--- config.mk ---
export PLATFORM = sky130hd
export DESIGN_NAME = uart_autobaud_divisor_top
export DESIGN_NICKNAME = d
export VERILOG_FILES = /design/src/abd_pkg.sv /design/src/abd_core.sv /design/src/abd_outq.sv /design/src/uart_autobaud_divisor_top.sv
export SDC_FILE = /design/constraint.sdc
export NUM_CORES = 1
export LEC_CHECK = 0
export BUFFER_PORTS_ARGS = -buffer_cell sky130_fd_sc_hd__buf_4
export CAP_MARGIN = 20
export CORE_ASPECT_RATIO = 1.75
export CORE_MARGIN = 10
export CORE_UTILIZATION = 24
export CTS_CLUSTER_DIAMETER = 100
export CTS_CLUSTER_SIZE = 28
export DETAILED_ROUTE_END_ITERATION = 6
export RECOVER_POWER = 100
export REMOVE_ABC_BUFFERS = 1
export SLEW_MARGIN = 10
export SYNTH_ARGS = -nofsm -noshare
export SYNTH_HDL_FRONTEND = slang
export SYNTH_SLANG_ARGS = --single-unit
export TNS_END_PERCENT = 1
--- constraint.sdc ---
create_clock -name clk -period 11.45 [get_ports clk]
set_input_delay 1.7175 -clock clk [delete_from_list [all_inputs] [get_ports clk]]
set_output_delay 1.7175 -clock clk [all_outputs]
set_load 0.01 [all_outputs]
--- src/abd_pkg.sv ---
// shared types and constants for the uart autobaud divisor block
`timescale 1ns / 1ps

package abd_pkg;

	// input command codes
	typedef enum logic [1:0] {
		CMD_START = 2'd0,
		CMD_TICK  = 2'd1,
		CMD_EDGE  = 2'd2,
		CMD_NONE  = 2'd3
	} cmd_t;

	// select code that turns on the measurement
	localparam logic [2:0] SEL_AUTO = 3'b111;

	// measurement marks
	localparam logic [15:0] NO_INTERVAL = 16'hffff;
	localparam logic [7:0]  OVF_SAT     = 8'd255;
	localparam int unsigned DIV_MAX     = 4095;

	// fixed baud rates for selects 0..6
	localparam int unsigned BAUD_0 = 57600;
	localparam int unsigned BAUD_1 = 38400;
	localparam int unsigned BAUD_2 = 19200;
	localparam int unsigned BAUD_3 = 9600;
	localparam int unsigned BAUD_4 = 4800;
	localparam int unsigned BAUD_5 = 1200;
	localparam int unsigned BAUD_6 = 300;

	// one result word
	typedef struct packed {
		logic [11:0] divisor;
		logic        status;
	} result_t;

	// result word plus its strobe, core to output queue
	typedef struct packed {
		logic    valid;
		result_t data;
	} result_push_t;

endpackage

--- src/abd_core.sv ---
// measurement state and result logic, one word per cycle while accept is high
`timescale 1ns / 1ps

module abd_core import abd_pkg::*; #(
	parameter int unsigned CLOCK_HZ      = 16000000,
	parameter int unsigned EDGES_PER_TRY = 8
) (
	input  logic         clk,
	input  logic         arst_n,
	input  logic         accept,
	input  logic [1:0]   cmd,
	input  logic [15:0]  edge_time,
	input  logic [2:0]   baud_select,
	output result_push_t push
);

	// fixed divisors, worked out at elaboration
	localparam int unsigned Q0 = CLOCK_HZ / (BAUD_0 * 16);
	localparam int unsigned Q1 = CLOCK_HZ / (BAUD_1 * 16);
	localparam int unsigned Q2 = CLOCK_HZ / (BAUD_2 * 16);
	localparam int unsigned Q3 = CLOCK_HZ / (BAUD_3 * 16);
	localparam int unsigned Q4 = CLOCK_HZ / (BAUD_4 * 16);
	localparam int unsigned Q5 = CLOCK_HZ / (BAUD_5 * 16);
	localparam int unsigned Q6 = CLOCK_HZ / (BAUD_6 * 16);
	localparam int unsigned D0 = (Q0 == 0) ? 0 : ((Q0 - 1 > DIV_MAX) ? DIV_MAX : Q0 - 1);
	localparam int unsigned D1 = (Q1 == 0) ? 0 : ((Q1 - 1 > DIV_MAX) ? DIV_MAX : Q1 - 1);
	localparam int unsigned D2 = (Q2 == 0) ? 0 : ((Q2 - 1 > DIV_MAX) ? DIV_MAX : Q2 - 1);
	localparam int unsigned D3 = (Q3 == 0) ? 0 : ((Q3 - 1 > DIV_MAX) ? DIV_MAX : Q3 - 1);
	localparam int unsigned D4 = (Q4 == 0) ? 0 : ((Q4 - 1 > DIV_MAX) ? DIV_MAX : Q4 - 1);
	localparam int unsigned D5 = (Q5 == 0) ? 0 : ((Q5 - 1 > DIV_MAX) ? DIV_MAX : Q5 - 1);
	localparam int unsigned D6 = (Q6 == 0) ? 0 : ((Q6 - 1 > DIV_MAX) ? DIV_MAX : Q6 - 1);
	localparam logic [3:0] EDGE_LIMIT = 4'(EDGES_PER_TRY);

	logic [15:0] min_interval_q;
	logic [15:0] last_edge_time_q;
	logic [7:0]  overflow_count_q;
	logic [3:0]  edge_count_q;
	logic        measuring_q;

	logic [11:0] fixed_div;
	logic        interval_ok;
	logic [15:0] interval;
	logic [15:0] min_next;
	logic [3:0]  edge_next;
	logic        try_done;
	cmd_t        cmd_e;

	assign cmd_e = cmd_t'(cmd);

	// fixed divisor lookup
	always_comb begin
		case (baud_select)
			3'd0:    fixed_div = 12'(D0);
			3'd1:    fixed_div = 12'(D1);
			3'd2:    fixed_div = 12'(D2);
			3'd3:    fixed_div = 12'(D3);
			3'd4:    fixed_div = 12'(D4);
			3'd5:    fixed_div = 12'(D5);
			3'd6:    fixed_div = 12'(D6);
			default: fixed_div = 12'd0;
		endcase
	end

	// interval check and new minimum
	assign interval    = edge_time - last_edge_time_q;
	assign interval_ok = (overflow_count_q < 8'd2) &&
		((edge_time <= last_edge_time_q) || (overflow_count_q == 8'd0));
	assign min_next    = (interval_ok && (interval < min_interval_q)) ? interval : min_interval_q;
	assign edge_next   = edge_count_q + 4'd1;
	assign try_done    = (edge_next >= EDGE_LIMIT);

	// result word for the accepted input word
	always_comb begin
		push = '0;
		if (accept) begin
			case (cmd_e)
				CMD_START: begin
					if (baud_select != SEL_AUTO) begin
						push.valid        = 1'b1;
						push.data.divisor = fixed_div;
					end
				end
				CMD_EDGE: begin
					if (measuring_q && try_done) begin
						push.valid = 1'b1;
						if (min_next != NO_INTERVAL) begin
							push.data.divisor = min_next[15:4];
						end else begin
							push.data.status = 1'b1;
						end
					end
				end
				default: push = '0;
			endcase
		end
	end

	// measurement state
	always_ff @(posedge clk or negedge arst_n) begin
		if (!arst_n) begin
			min_interval_q   <= NO_INTERVAL;
			last_edge_time_q <= '0;
			overflow_count_q <= OVF_SAT;
			edge_count_q     <= '0;
			measuring_q      <= 1'b0;
		end else if (accept) begin
			case (cmd_e)
				CMD_START: begin
					min_interval_q   <= NO_INTERVAL;
					overflow_count_q <= OVF_SAT;
					edge_count_q     <= '0;
					measuring_q      <= (baud_select == SEL_AUTO);
				end
				CMD_TICK: begin
					if (measuring_q && overflow_count_q != OVF_SAT) begin
						overflow_count_q <= overflow_count_q + 8'd1;
					end
				end
				CMD_EDGE: begin
					if (measuring_q) begin
						min_interval_q   <= min_next;
						last_edge_time_q <= edge_time;
						overflow_count_q <= '0;
						edge_count_q     <= try_done ? 4'd0 : edge_next;
						if (try_done && min_next != NO_INTERVAL) begin
							measuring_q <= 1'b0;
						end
					end
				end
				default: measuring_q <= measuring_q;
			endcase
		end
	end

endmodule

--- src/abd_outq.sv ---
// two-word output queue, lets a new word in while one waits
`timescale 1ns / 1ps

module abd_outq import abd_pkg::*; (
	input  logic         clk,
	input  logic         arst_n,
	input  result_push_t push,
	output logic         full,
	output logic         out_valid,
	input  logic         out_ready,
	output result_t      head
);

	result_t    entry_q [2];
	logic       wr_ptr_q;
	logic       rd_ptr_q;
	logic [1:0] count_q;
	logic       pop;

	assign out_valid = (count_q != 2'd0);
	assign full      = (count_q == 2'd2);
	assign pop       = out_valid && out_ready;
	assign head      = entry_q[rd_ptr_q];

	// payload storage
	always_ff @(posedge clk) begin
		if (push.valid) begin
			entry_q[wr_ptr_q] <= push.data;
		end
	end

	// pointers and fill count
	always_ff @(posedge clk or negedge arst_n) begin
		if (!arst_n) begin
			wr_ptr_q <= 1'b0;
			rd_ptr_q <= 1'b0;
			count_q  <= '0;
		end else begin
			if (push.valid) begin
				wr_ptr_q <= ~wr_ptr_q;
			end
			if (pop) begin
				rd_ptr_q <= ~rd_ptr_q;
			end
			case ({push.valid, pop})
				2'b10:   count_q <= count_q + 2'd1;
				2'b01:   count_q <= count_q - 2'd1;
				default: count_q <= count_q;
			endcase
		end
	end

endmodule

--- src/uart_autobaud_divisor_top.sv ---
// top level of the uart autobaud divisor block
`timescale 1ns / 1ps

// Works out a UART divisor (clock over sixteen times baud, minus one). A start
// word with baud_select 0..6 answers a fixed divisor at once; with select 7 the
// block measures the shortest valid interval between edge words and, at the
// EDGES_PER_TRY-th edge word of a try, answers that interval >> 4, or status 1
// (too slow, retrying) when none was valid. Each input word is handled by the
// state update logic and its result lands in a two-word output queue, so one
// word is taken every cycle while the queue has room; a result appears on the
// output in the cycle after its input word is accepted when the queue is empty,
// and later when earlier results still wait there. The user must write the
// baud_select register through cfg_we / cfg_wdata while idle; not enforced.

module uart_autobaud_divisor_top import abd_pkg::*; #(
	parameter int unsigned CLOCK_HZ      = 16000000,
	parameter int unsigned EDGES_PER_TRY = 8
) (
	input  logic        clk,
	input  logic        arst_n,
	input  logic        cfg_we,
	input  logic [2:0]  cfg_wdata,
	input  logic        in_valid,
	output logic        in_ready,
	input  logic [1:0]  cmd,
	input  logic [15:0] edge_time,
	output logic        out_valid,
	input  logic        out_ready,
	output logic [11:0] divisor,
	output logic        status
);

	logic         sel_auto;
	logic [2:0]   sel_q;
	logic         accept;
	logic         full;
	result_push_t push;
	result_t      head;

	assign sel_auto  = (sel_q == SEL_AUTO);
	assign in_ready  = !full;
	assign accept    = in_valid && in_ready;
	assign divisor   = head.divisor;
	assign status    = head.status;

	// configuration register
	always_ff @(posedge clk or negedge arst_n) begin
		if (!arst_n) begin
			sel_q <= SEL_AUTO;
		end else if (cfg_we) begin
			sel_q <= cfg_wdata;
		end
	end

	abd_core #(
		.CLOCK_HZ      (CLOCK_HZ),
		.EDGES_PER_TRY (EDGES_PER_TRY)
	) u_core (
		.clk         (clk),
		.arst_n      (arst_n),
		.accept      (accept),
		.cmd         (cmd),
		.edge_time   (edge_time),
		.baud_select (sel_q),
		.push        (push)
	);

	abd_outq u_outq (
		.clk       (clk),
		.arst_n    (arst_n),
		.push      (push),
		.full      (full),
		.out_valid (out_valid),
		.out_ready (out_ready),
		.head      (head)
	);

	// a full queue always has a word to offer
	a_full_has_word: assert property (@(posedge clk) disable iff (!arst_n)
		!in_ready |-> out_valid)
		else $error("queue full without an output word");

	// a start with a fixed select yields a word next cycle
	a_fixed_answers: assert property (@(posedge clk) disable iff (!arst_n)
		(accept && cmd == CMD_START && !sel_auto) |=> out_valid)
		else $error("fixed select start gave no word");

	// a start in autobaud mode never yields a word
	a_auto_silent: assert property (@(posedge clk) disable iff (!arst_n)
		(accept && cmd == CMD_START && sel_auto) |-> !push.valid)
		else $error("autobaud start gave a word");

	// results come only from accepted input words
	a_push_on_accept: assert property (@(posedge clk) disable iff (!arst_n)
		push.valid |-> accept)
		else $error("result word without accepted input");

endmodule
-- After elaboration in Yosys (flattened, before gate mapping)
Memories as Yosys holds them, arrays and structs flattened.
Index checks and enable logic that the tools add are counted.
Widths: inputs -> output; s select.
- bits in latches: 0
- RAM bits: 26
- ROM bits: 0
- register bits after elaboration: 52
- memories kept: 1
- shift operators: 0
- bitwise operators: 2
- $add $sub $neg: 5
- multiply operators: 0
- div/mod/pow operators: 0
- multiplexer cells: 23
- eq/ne operators: 17
- reductions and logical operators: 20
- order comparisons: 4
- memories (name ; depth ; bits a word ; rd ports ; clocked after Yosys merged registers in ; write ports ; RTL line ; text):
    u_outq.entry_q ; 2 ; 13 ; 1 ; 0 ; 1 ; abd_outq.sv:14 ; result_t entry_q [2];
- operator list (kind ; count):
    $pmux 12 s7 ; 1
    $mux 16 ; 2
    $pmux 16 s2 ; 1
    $mux 14 ; 2
    $pmux 13 s2 ; 1
    $pmux 8 s3 ; 1
    $le 16x16->1 ; 1
    $lt 16x16->1 ; 1
    $mux 8 ; 2
    $ne 16x16->1 const B ; 1
    $sub 16x16->16 ; 1
    $mux 13 ; 1
    $eq 3x3->1 const B ; 4
    $mux 12 ; 1
    $add 8x1->8 const B ; 1
    $logic_not 8->1 ; 1
    $lt 8x2->1 const B ; 1
    $mux 4 ; 2
    $ne 8x8->1 const B ; 1
    $pmux 4 s2 ; 1
    $logic_and 1x1->1 ; 7
    $eq 2x2->1 const B ; 3
    $eq 3x2->1 const B ; 2
    $mux 1 ; 6
    other kinds (20) ; 26

-- Depth between registers and ports, before layout
Gate-level depths: netlist (run 1).
- word-level depth: 12
- mapped depth: 18
- depth with buffers taken out: 17

-- Hierarchy
Synthesis (run 1) repeated with hierarchy kept, for this count alone.
- cells, all modules: 520
- area total of the unflattened synthesis: 5049.8 µm²
- modules (own cells, without submodules) (module ; cells an instance ; area each (µm²) ; times used ; sequential area each (µm²)):
    abd_core ; 455 ; 3788.6 ; 1 ; 1156.1
    abd_outq ; 57 ; 1138.6 ; 1 ; 880.8
    uart_autobaud_divisor_top ; 8 ; 122.6 ; 1 ; 78.8

-- Least setup slack after synthesis (run 1)
Ideal clock, no wire load.
- kind: input to register
- start: in edge_time[0]
- end: mem u_outq.entry_q[0][10] in the netlist's numbering, data pin
- stages on the path: 18
- path slack: 5704 ps
- arrival time: 5553 ps
- path buffers: 1
- cells stage by stage: inv_1 -> ha_1 -> fa_1 -> nand2b_1 -> a211oi_2 -> nor2b_1 -> o311ai_2 -> nor2_1 -> nor2_1 -> ha_1 -> nand4_1 -> nor3_1 -> a221oi_1 -> o2111ai_4 -> and3_1 -> or2_1 -> buf_6 -> o32ai_1
- RTL lines (element ; RTL line ; text):
    start: declaration ; uart_autobaud_divisor_top.sv:26 ; input logic [15:0] edge_time,
    end: declaration ; abd_outq.sv:14 ;

==> impl_metrics.env, run 1 <==
export IMPL_finalHoldViolations=0
export IMPL_rsz0062_at_grt="false"
export IMPL_cts_sinks=78
export IMPL_initial_core_util=0.242
export IMPL_top_layer_used="met4"
export IMPL_synth_cells=529
export IMPL_synth_edf_count=26
export IMPL_ys_flop_type="dfstp_2"
export IMPL_ys_ff_latch=78
export IMPL_grt_pass1_vias=4184
export IMPL_yosysSeqAreaShare=0.419
export IMPL_cts_setup_buffers=0
export IMPL_drive_above_1_share=0.156
export IMPL_cts_tree="built"
export IMPL_fin_setup_tns_ns=0
export IMPL_worstSetupStartpointType="input port"
export IMPL_root_buffer="clkbuf_16"
export IMPL_pwr_share_seq=0.314
export IMPL_ant_nets=0
export IMPL_numCtsBuffers=9
export IMPL_post_cts_resized=0
export IMPL_rows=70
export IMPL_setup_viol=0
export IMPL_finalNonFillerCells=823
export IMPL_worstMarginPinSlew_ns=2.88
export IMPL_grt_overflow_total=0
export IMPL_dp_hpwl_mm=9.91
export IMPL_pwr_share_comb=0.452
export IMPL_syn_area_um2=5050
export IMPL_clk_pin_slew_ns=0.06
export IMPL_wl_per_cell_um=15.2
export IMPL_period_minus_slack_ns=7.36
export IMPL_num_vias=3943
export IMPL_wl_met2_mm=7.26
export IMPL_dpl_cell_count=804
export IMPL_clk_latency_ns=0.34
export IMPL_ctsLongestPathBuffers=2
export IMPL_nFillCells=2221
export IMPL_critical_path_class="input port to register"
export IMPL_synth_cell_types=61
export IMPL_antenna_found_initial=0
export IMPL_die_y_um=212
export IMPL_leakage_uw=0.00254
export IMPL_yosysWarnings=0
export IMPL_die_x_um=130
export IMPL_die_area_um2=27500
export IMPL_ir_drop_uv=65.7
export IMPL_grt_usage=0.0943
export IMPL_max_freq_ghz=0.136
export IMPL_wl_met3_um=376
export IMPL_slew_viol_final=73
export IMPL_cp_max_fo=19
export IMPL_clock_skew_ns=0.00539
export IMPL_power_density_nw_per_um2=223
export IMPL_vias_per_cell=4.79
export IMPL_timing_slew_headroom=-0.917
export IMPL_critPathRequiredTime_ns=11.58
export IMPL_syn_area_per_cell_um2=9.55
export IMPL_clkPwrFrac=0.234
export IMPL_io_buffers=40
export IMPL_routed_wl_mm=12.5
export IMPL_maxCapViolations=2
export IMPL_area_delta_synth_final_pct=14.9
export IMPL_io_pins=41
export IMPL_cts_htree_levels=3
export IMPL_grt_pass1_wl_mm=20.4
export IMPL_violations="capacitance limit, slew limit"
export IMPL_swShare=0.404
export IMPL_dr_pass1_iters=4
export IMPL_drc=0
export IMPL_nets=628
export IMPL_core_area_um2=20800
export IMPL_grt_max_degree=53
export IMPL_hp_class="register to register"
export IMPL_period_share=0.643
export IMPL_n_antenna_cell=0
export IMPL_status="finished, violations left"
export IMPL_gp_congestion=0.850
export IMPL_intPower_uw=771
export IMPL_p_switching_uw=522
export IMPL_wl_met1_mm=4.46
export IMPL_postCtsHoldBufs=0
export IMPL_synth_async_reset_ratio=0.667
export IMPL_drt_iter0_drc=164
export IMPL_crit_arrival_ns=7.49
export IMPL_critPathCaptureType="register"
-- kinds of logic (layout without fill, tap and decap cells) --
kind of cell	count (synthesis)	in the layout	synth area share
multiplexers	30	30	0.0641
AND/OR/NAND/NOR	156	156	0.151
AO/OA/AOI/OAI	140	140	0.183
XOR/XNOR	21	21	0.0379
adder cells (fa/ha/maj)	36	36	0.0906
flip-flops	78	78	0.419
buffers and inverters	68	110	0.0550
-- worst max-delay path, cell delays in order --
cell and delay [ns]:
clkbuf_4 0.10, inv_1 0.04, ha_1 0.23, fa_1 0.42, nand2b_1 0.21, a211oi_1 0.22
nor2b_1 0.14, o311ai_0 0.94, xor2_2 0.23, ha_1 0.26, a21o_1 0.17, a21o_1 0.17
a221oi_1 0.27, o2111ai_1 0.93, and3_1 0.57, or2_0 0.44, o32ai_1 0.44
-- area by class of cell --
class	count	area, µm²	share of cell area
multi-input cells	383	2620	0.452
flip-flops and latches	78	2120	0.365
well taps	252	315	0.0543
repair buffers	45	251	0.0433
clock buffers	10	229	0.0395
inverters	49	184	0.0317
clock inverters	6	86.3	0.0149
-- layer usage --
layer  vias to the layer above  GRT usage
li1                       1976          -
met1                      1890     0.0827
met2                        58      0.187
met3                        19     0.0210
met4                         0     0.0526
met5                         -          0
-- cells in the mapped netlist (2+ instances only) --
cell	n	area, µm²
nand2_1	51	191
inv_1	49	184
a21oi_1	45	225
o21ai_0	38	190
nor2_1	37	139
ha_1	35	438
dfstp_2	27	709
edfxtp_1	26	781
dfrtp_1	25	626
mux2_2	19	214
nand3_1	15	75.1
o22a_1	12	105
clkbuf_1	11	41.3
mux2i_1	11	110
xor2_1	11	96.3
nand4_1	9	56.3
xnor2_1	9	78.8
nor3_1	7	35.0
a211oi_1	6	45.0
buf_2	6	30.0
nand2b_1	6	37.5
o31ai_1	6	45.0
o32ai_1	6	52.6
a21o_1	4	30.0
and2_1	4	25.0
and3_1	4	25.0
nor2b_1	4	25.0
nor4_1	4	25.0
nor3b_1	3	22.5
or3_1	3	18.8
a221oi_1	2	17.5
and4_1	2	17.5
buf_6	2	22.5
nand3b_1	2	15.0
o22ai_1	2	12.5
-- power by group through the flow --
stage | combinational [µW] | sequential, µW | clock (µW)
floorplan | 443 | 397 | 0
global placement | 596 | 412 | 0
detailed placement | 606 | 412 | 0
CTS | 611 | 408 | 309
global route | 665 | 416 | 322
finish | 584 | 406 | 303
-- path summary, 6_finish.rpt --
check	from	to	depth (start not counted)	slack, ns
max	edge_time[0]	u_outq.entry_q[1][3]	17	4.09
min	u_outq.count_q[1]	u_outq.count_q[1]	1	0.49
max reg2reg	u_core.last_edge_time_q[0]	u_outq.entry_q[1][3]	15	5.23
min reg2reg	u_outq.count_q[1]	u_outq.count_q[1]	1	0.49
max in group asynchronous	arst_n	u_core.last_edge_time_q[1]	1	7.52
min in group asynchronous	arst_n	u_outq.count_q[1]	1	2.29
-- stage by stage --
step	utilization	setup WS, ns	power, µW	instance area (µm²)	hold slack, ns
4_1_cts	0.283	5.27	1330	5900	0.488
2_1_floorplan	-	5.55	840	4960	0.451
6_report	0.278	4.09	1290	5800	0.487
3_3_place_gp	0.268	5.03	1010	5580	0.472
3_5_place_dp	0.268	4.92	1020	5590	0.479
5_1_grt	0.278	3.51	1400	5800	0.526
-- flip-flops by register name, indices dropped and copies added (netlist names), 2 cells and up --
signal / cells
u_outq.entry_q: 26
u_core.last_edge_time_q: 16
u_core.min_interval_q: 16
u_core.overflow_count_q: 8
u_core.edge_count_q: 4
sel_q: 3
u_outq.count_q: 2
-- placed cells by master (no fill, tap or decap), drive strengths merged, types with 4 or more instances in the layout --
| cell type | synthesis | layout |
|---|---|---|
| a211oi | 7 | 7 |
| a21o | 4 | 4 |
| a21oi | 46 | 46 |
| and2 | 4 | 4 |
| and3 | 4 | 4 |
| buf | 8 | 21 |
| clkbuf | 11 | 34 |
| dfrtp | 25 | 25 |
| dfstp | 27 | 27 |
| edfxtp | 26 | 26 |
| ha | 35 | 35 |
| inv | 49 | 49 |
| mux2 | 19 | 19 |
| mux2i | 11 | 11 |
| nand2 | 51 | 51 |
| nand2b | 6 | 6 |
| nand3 | 16 | 16 |
| nand4 | 9 | 9 |
| nor2 | 37 | 37 |
| nor2b | 4 | 4 |
| nor3 | 7 | 7 |
| nor4 | 5 | 5 |
| o21ai | 39 | 39 |
| o22a | 12 | 12 |
| o31ai | 6 | 6 |
| o32ai | 7 | 7 |
| xnor2 | 9 | 9 |
| xor2 | 12 | 12 |
Note: power is estimated with default switching activity, not from simulation.
==> run 2: changes to the inputs <==
clock period = 6.93 ns   (was 11.45 ns; I/O delays follow)
==> impl_metrics.env, run 2 (synthesis gave the netlist of run 1 again) <==
export IMPL_status="finished, violations left"
export IMPL_violations="capacitance limit, slew limit"
export IMPL_cts_tree="built"
export IMPL_cts_htree_levels=3
export IMPL_dp_slack_ns=1.06
export IMPL_clk_latency_ns=0.34
export IMPL_hp_class="register to register"
export IMPL_timing_rr_end="u_outq.entry_q[0][10]"
export IMPL_period_share=0.850
export IMPL_pwr_share_seq=0.316
export IMPL_worstSetupStartpointType="input port"
export IMPL_fin_setup_tns_ns=0
export IMPL_final_cell_mix="51 x nand2_1, 49 x inv_1, 45 x a21oi_1, 38 x o21ai_0, 37 x nor2_1"
export IMPL_rows=70
export IMPL_antenna_found_initial=0
export IMPL_numCtsBuffers=9
export IMPL_grt_overflow_total=0
export IMPL_clkPwrFrac=0.231
export IMPL_top_register="u_outq.entry_q"
export IMPL_holdPathStages=1
export IMPL_die_area_um2=27500
export IMPL_r2r_start="u_core.last_edge_time_q[0]"
export IMPL_io_pins=41
export IMPL_final_common_cell="nand2_1"
export IMPL_worstHoldStart="u_core.edge_count_q[2]"
export IMPL_largest_reg_flops=26
export IMPL_ant_nets=0
export IMPL_grt_pass1_vias=4066
export IMPL_fin_ws_ns=1.04
export IMPL_period_minus_slack_ns=5.89
export IMPL_hold_path_endpoint="u_core.edge_count_q[2]"
export IMPL_clock_skew_ns=0.00805
export IMPL_cts_sinks=78
export IMPL_nets=627
export IMPL_rsz0062_at_grt="false"
export IMPL_num_vias=3931
export IMPL_die_y_um=212
export IMPL_worstMarginPinSlew_ns=2.85
export IMPL_grt_max_degree=53
export IMPL_dr_pass1_iters=5
export IMPL_ctsLongestPathBuffers=2
export IMPL_setup_viol=0
export IMPL_gp_congestion=0.852
export IMPL_timing_slew_headroom=-0.902
export IMPL_slew_viol_final=87
export IMPL_post_cts_resized=0
export IMPL_dp_hpwl_mm=9.83
export IMPL_max_freq_ghz=0.170
export IMPL_core_area_um2=20800
export IMPL_routed_wl_mm=12.3
export IMPL_regToRegSetupSlack_ns=1.51
export IMPL_wl_per_cell_um=15.0
export IMPL_top_regs="u_outq.entry_q x26, u_core.last_edge_time_q x16, u_core.min_interval_q x16"
export IMPL_initial_core_util=0.242
export IMPL_critPathCaptureType="register"
export IMPL_grt_usage=0.0931
export IMPL_grt_pass1_wl_mm=20.2
export IMPL_leakage_uw=0.00253
export IMPL_finalHoldViolations=0
export IMPL_postCtsHoldBufs=0
export IMPL_n_antenna_cell=0
export IMPL_critical_path_class="input port to register"
export IMPL_maxCapViolations=2
export IMPL_clk_pin_slew_ns=0.06
export IMPL_die_x_um=130
export IMPL_worstSetupStartpoint="edge_time[0]"
export IMPL_power_density_nw_per_um2=366
export IMPL_area_delta_synth_final_pct=15.1
export IMPL_root_buffer="clkbuf_16"
export IMPL_intPower_uw=1280
export IMPL_cp_max_fo=19
export IMPL_ir_drop_uv=100
export IMPL_vias_per_cell=4.78
export IMPL_drt_iter0_drc=206
export IMPL_io_buffers=40
export IMPL_p_switching_uw=851
export IMPL_crit_arrival_ns=5.92
export IMPL_critPathRequiredTime_ns=6.96
export IMPL_nFillCells=2223
export IMPL_swShare=0.400
export IMPL_drc=0
export IMPL_cts_setup_buffers=0
export IMPL_pwr_share_comb=0.453
export IMPL_drive_above_1_share=0.154
export IMPL_rr_worst_depth=15
-- run 2: layout make-up --
cell class | count | area (µm²) | area share
sequential | 78 | 2120 | 0.364
multi-input combinational | 383 | 2640 | 0.454
inverter | 49 | 184 | 0.0316
timing repair buffer | 44 | 251 | 0.0433
clock inverter | 3 | 68.8 | 0.0118
clock buffer | 13 | 240 | 0.0413
tap | 252 | 315 | 0.0542
-- run 2: per-layer routing --
metal | up-vias | routed length, µm | track usage
li1 | 1972 | - | -
met1 | 1896 | 4310 | 0.0852
met2 | 47 | 7220 | 0.184
met3 | 16 | 413 | 0.0205
met4 | 0 | 359 | 0.0448
met5 | - | 0 | 0
-- run 2: worst max-delay path by stage --
stage / endpoint / slack, ns / cells past startpoint
detailed placement: u_outq.entry_q[0][2] / 1.06 / 18
finish: u_outq.entry_q[0][10] / 1.04 / 17
CTS: u_outq.entry_q[1][2] / 1.43 / 18
global route: u_outq.entry_q[0][10] / 0.64 / 17
floorplan: u_outq.entry_q[0][10] / 1.71 / 17
global placement: u_outq.entry_q[0][10] / 1.20 / 18
-- run 2: power groups by stage --
stage	logic [µW]	registers [µW]	clock network, µW
2_1_floorplan	732	656	0
3_3_place_gp	985	680	0
4_1_cts	1000	675	505
3_5_place_dp	998	682	0
6_report	963	672	493
5_1_grt	1100	688	525
-- run 2: per-stage QoR --
| stage | power [µW] | cell area, µm² | util | cells | hold slack [ns] |
|---|---|---|---|---|---|
| floorplan | 1390 | 4960 | - | 510 | 0.451 |
| global placement | 1670 | 5580 | 0.268 | 803 | 0.474 |
| detailed placement | 1680 | 5590 | 0.268 | 804 | 0.484 |
| CTS | 2180 | 5900 | 0.283 | 820 | 0.492 |
| global route | 2310 | 5810 | 0.279 | 822 | 0.505 |
| finish | 2130 | 5810 | 0.279 | 822 | 0.488 |
-- run 2: worst max-delay path, stage by stage --
cell	delay [ns]
clkbuf_4	0.10
inv_1	0.03
ha_1	0.23
fa_1	0.40
nand2b_1	0.19
a211oi_1	0.27
nor2b_1	0.16
o311ai_2	0.49
nor2_1	0.12
nor2_1	0.18
ha_1	0.27
nand4_1	0.16
nor3_1	0.10
a221oi_1	0.40
o2111ai_4	0.43
nor4_2	1.08
o32ai_1	0.24
==> run 3: changes to the inputs <==
clock period = 5.43 ns   (was 6.93 ns; I/O delays follow)
==> impl_metrics.env, run 3 (synthesis gave the netlist of run 1 again) <==
export IMPL_status="finished, violations left"
export IMPL_violations="capacitance limit, slew limit"
export IMPL_max_freq_ghz=0.202
export IMPL_cts_sinks=78
export IMPL_power_density_nw_per_um2=461
export IMPL_sequential_cell_area_um2=2120
export IMPL_largest_reg_flops=26
export IMPL_drt_iter0_drc=159
export IMPL_period_minus_slack_ns=4.96
export IMPL_die_x_um=130
export IMPL_p_total_uw=2690
export IMPL_die_y_um=212
export IMPL_initial_core_util=0.242
export IMPL_rsz0062_at_grt="false"
export IMPL_pwr_share_seq=0.318
export IMPL_timing_slew_headroom=-0.923
export IMPL_ir_drop_uv=152
export IMPL_clock_skew_ns=0.00764
export IMPL_cp_slowest_stage_delay_ns=0.47
export IMPL_crit_path_cell_trace="clkbuf_4 -> inv_1 -> ha_1 -> fa_1 -> nand2b_1 -> a211oi_1 -> nor2b_1 -> o311ai_2 -> nor2_1 -> nor2_1 -> ha_1 -> nand4_1 -> nor3_1 -> a221oi_1 -> o2111ai_4 -> buf_4 -> nor4_4 -> clkbuf_2 -> o32ai_1"
export IMPL_core_area_um2=20800
export IMPL_final_common_cell="nand2_1"
export IMPL_grt_pass1_vias=4255
export IMPL_maxCapViolations=1
export IMPL_rows=70
export IMPL_finalHoldViolations=0
export IMPL_slowest_stage="o311ai_2"
export IMPL_final_cell_mix="51 x nand2_1, 49 x inv_1, 45 x a21oi_1, 38 x o21ai_0, 36 x nor2_1"
export IMPL_gp_congestion=0.894
export IMPL_top_regs="u_outq.entry_q x26, u_core.last_edge_time_q x16, u_core.min_interval_q x16"
export IMPL_setup_viol=0
export IMPL_crit_buf_inv=4
export IMPL_cts_tree="built"
export IMPL_critPathRequiredTime_ns=5.49
export IMPL_io_pins=41
export IMPL_n_antenna_cell=0
export IMPL_cp_max_fo=18
export IMPL_io_buffers=40
export IMPL_critPathCaptureType="register"
export IMPL_period_share=0.913
export IMPL_num_vias=4011
export IMPL_grt_max_degree=53
export IMPL_clk_pin_slew_ns=0.06
export IMPL_path_delay_family="compound AO/OA/AOI/OAI gates"
export IMPL_postCtsHoldBufs=0
export IMPL_cts_setup_buffers=0
export IMPL_intPower_uw=1580
export IMPL_crit_arrival_ns=5.02
export IMPL_routed_wl_mm=12.7
export IMPL_grt_pass1_wl_mm=20.8
export IMPL_nets=636
export IMPL_vias_per_cell=4.83
export IMPL_numCtsBuffers=9
export IMPL_drc=0
export IMPL_leakage_uw=0.00257
export IMPL_grt_overflow_total=0
export IMPL_swShare=0.414
export IMPL_root_buffer="clkbuf_16"
export IMPL_wl_per_cell_um=15.2
export IMPL_critical_path_class="input port to register"
export IMPL_p_switching_uw=1110
export IMPL_slew_viol_final=53
export IMPL_antenna_found_initial=0
export IMPL_clkPwrFrac=0.203
export IMPL_area_delta_synth_final_pct=15.7
export IMPL_die_area_um2=27500
export IMPL_holdWs_ns=0.489
export IMPL_post_cts_resized=0
export IMPL_worstMarginPinSlew_ns=2.88
export IMPL_hp_class="register to register"
export IMPL_worstSetupStartpointType="input port"
export IMPL_dr_pass1_iters=4
export IMPL_fin_setup_tns_ns=0
export IMPL_top_register="u_outq.entry_q"
export IMPL_drive_above_1_share=0.173
export IMPL_pwr_share_comb=0.479
export IMPL_multi_input_area_um2=2650
export IMPL_ctsLongestPathBuffers=2
export IMPL_cts_htree_levels=3
export IMPL_ant_nets=0
export IMPL_nFillCells=2232
export IMPL_clk_latency_ns=0.34
export IMPL_dp_hpwl_mm=10.1
export IMPL_grt_usage=0.0958
==> run 3: cell types whose count changed in the layout (fill, tap and decap cells not counted), moves of 2 or more <==
cell	previous run	this run
buf_4	22	29
bufinv_16	2	0
clkbuf_1	25	22
clkbuf_2	0	2
clkinv_2	0	4
==> run 3: path summary, 6_finish.rpt <==
| path | startpoint | to | slack, ns | cells past startpoint |
|---|---|---|---|---|
| max | edge_time[0] | u_outq.entry_q[1][3] | 0.47 | 19 |
| min | u_outq.count_q[1] | u_outq.count_q[1] | 0.49 | 1 |
| max reg2reg | u_core.last_edge_time_q[0] | u_outq.entry_q[1][3] | 0.71 | 17 |
| min reg2reg | u_outq.count_q[1] | u_outq.count_q[1] | 0.49 | 1 |
| max in group asynchronous | arst_n | u_core.last_edge_time_q[1] | 2.39 | 1 |
| min in group asynchronous | arst_n | u_outq.count_q[1] | 1.39 | 1 |
==> run 3: per-layer routing <==
layer / vias up / part of all wire / track usage
li1: 1992 / - / -
met1: 1925 / 0.35 / 0.0872
met2: 65 / 0.58 / 0.184
met3: 29 / 0.032 / 0.0190
met4: 0 / 0.041 / 0.0627
met5: - / 0 / 0
==> run 3: layout make-up <==
cell class                 instances  share of cell area
clock inverter                     6             0.00621
timing repair buffer              53              0.0537
inverter                          49              0.0315
sequential                        78               0.362
tap                              252              0.0540
multi-input combinational        383               0.453
clock buffer                      10              0.0392
==> run 3: per-stage QoR <==
step | util | worst slack [ns] | area, µm² | std cells
6_report | 0.280 | 0.474 | 5840 | 831
5_1_grt | 0.280 | 0.200 | 5840 | 831
2_1_floorplan | - | 0.432 | 4960 | 510
4_1_cts | 0.284 | 0.643 | 5930 | 830
3_3_place_gp | 0.271 | 0.382 | 5660 | 813
3_5_place_dp | 0.272 | 0.284 | 5660 | 814
==> run 3: power by group through the flow <==
stage	clock [µW]	combinational, µW	sequential (µW)
4_1_cts	564	1340	860
3_3_place_gp	0	1310	866
6_report	546	1290	855
5_1_grt	589	1460	878
3_5_place_dp	0	1330	869
2_1_floorplan	0	935	837
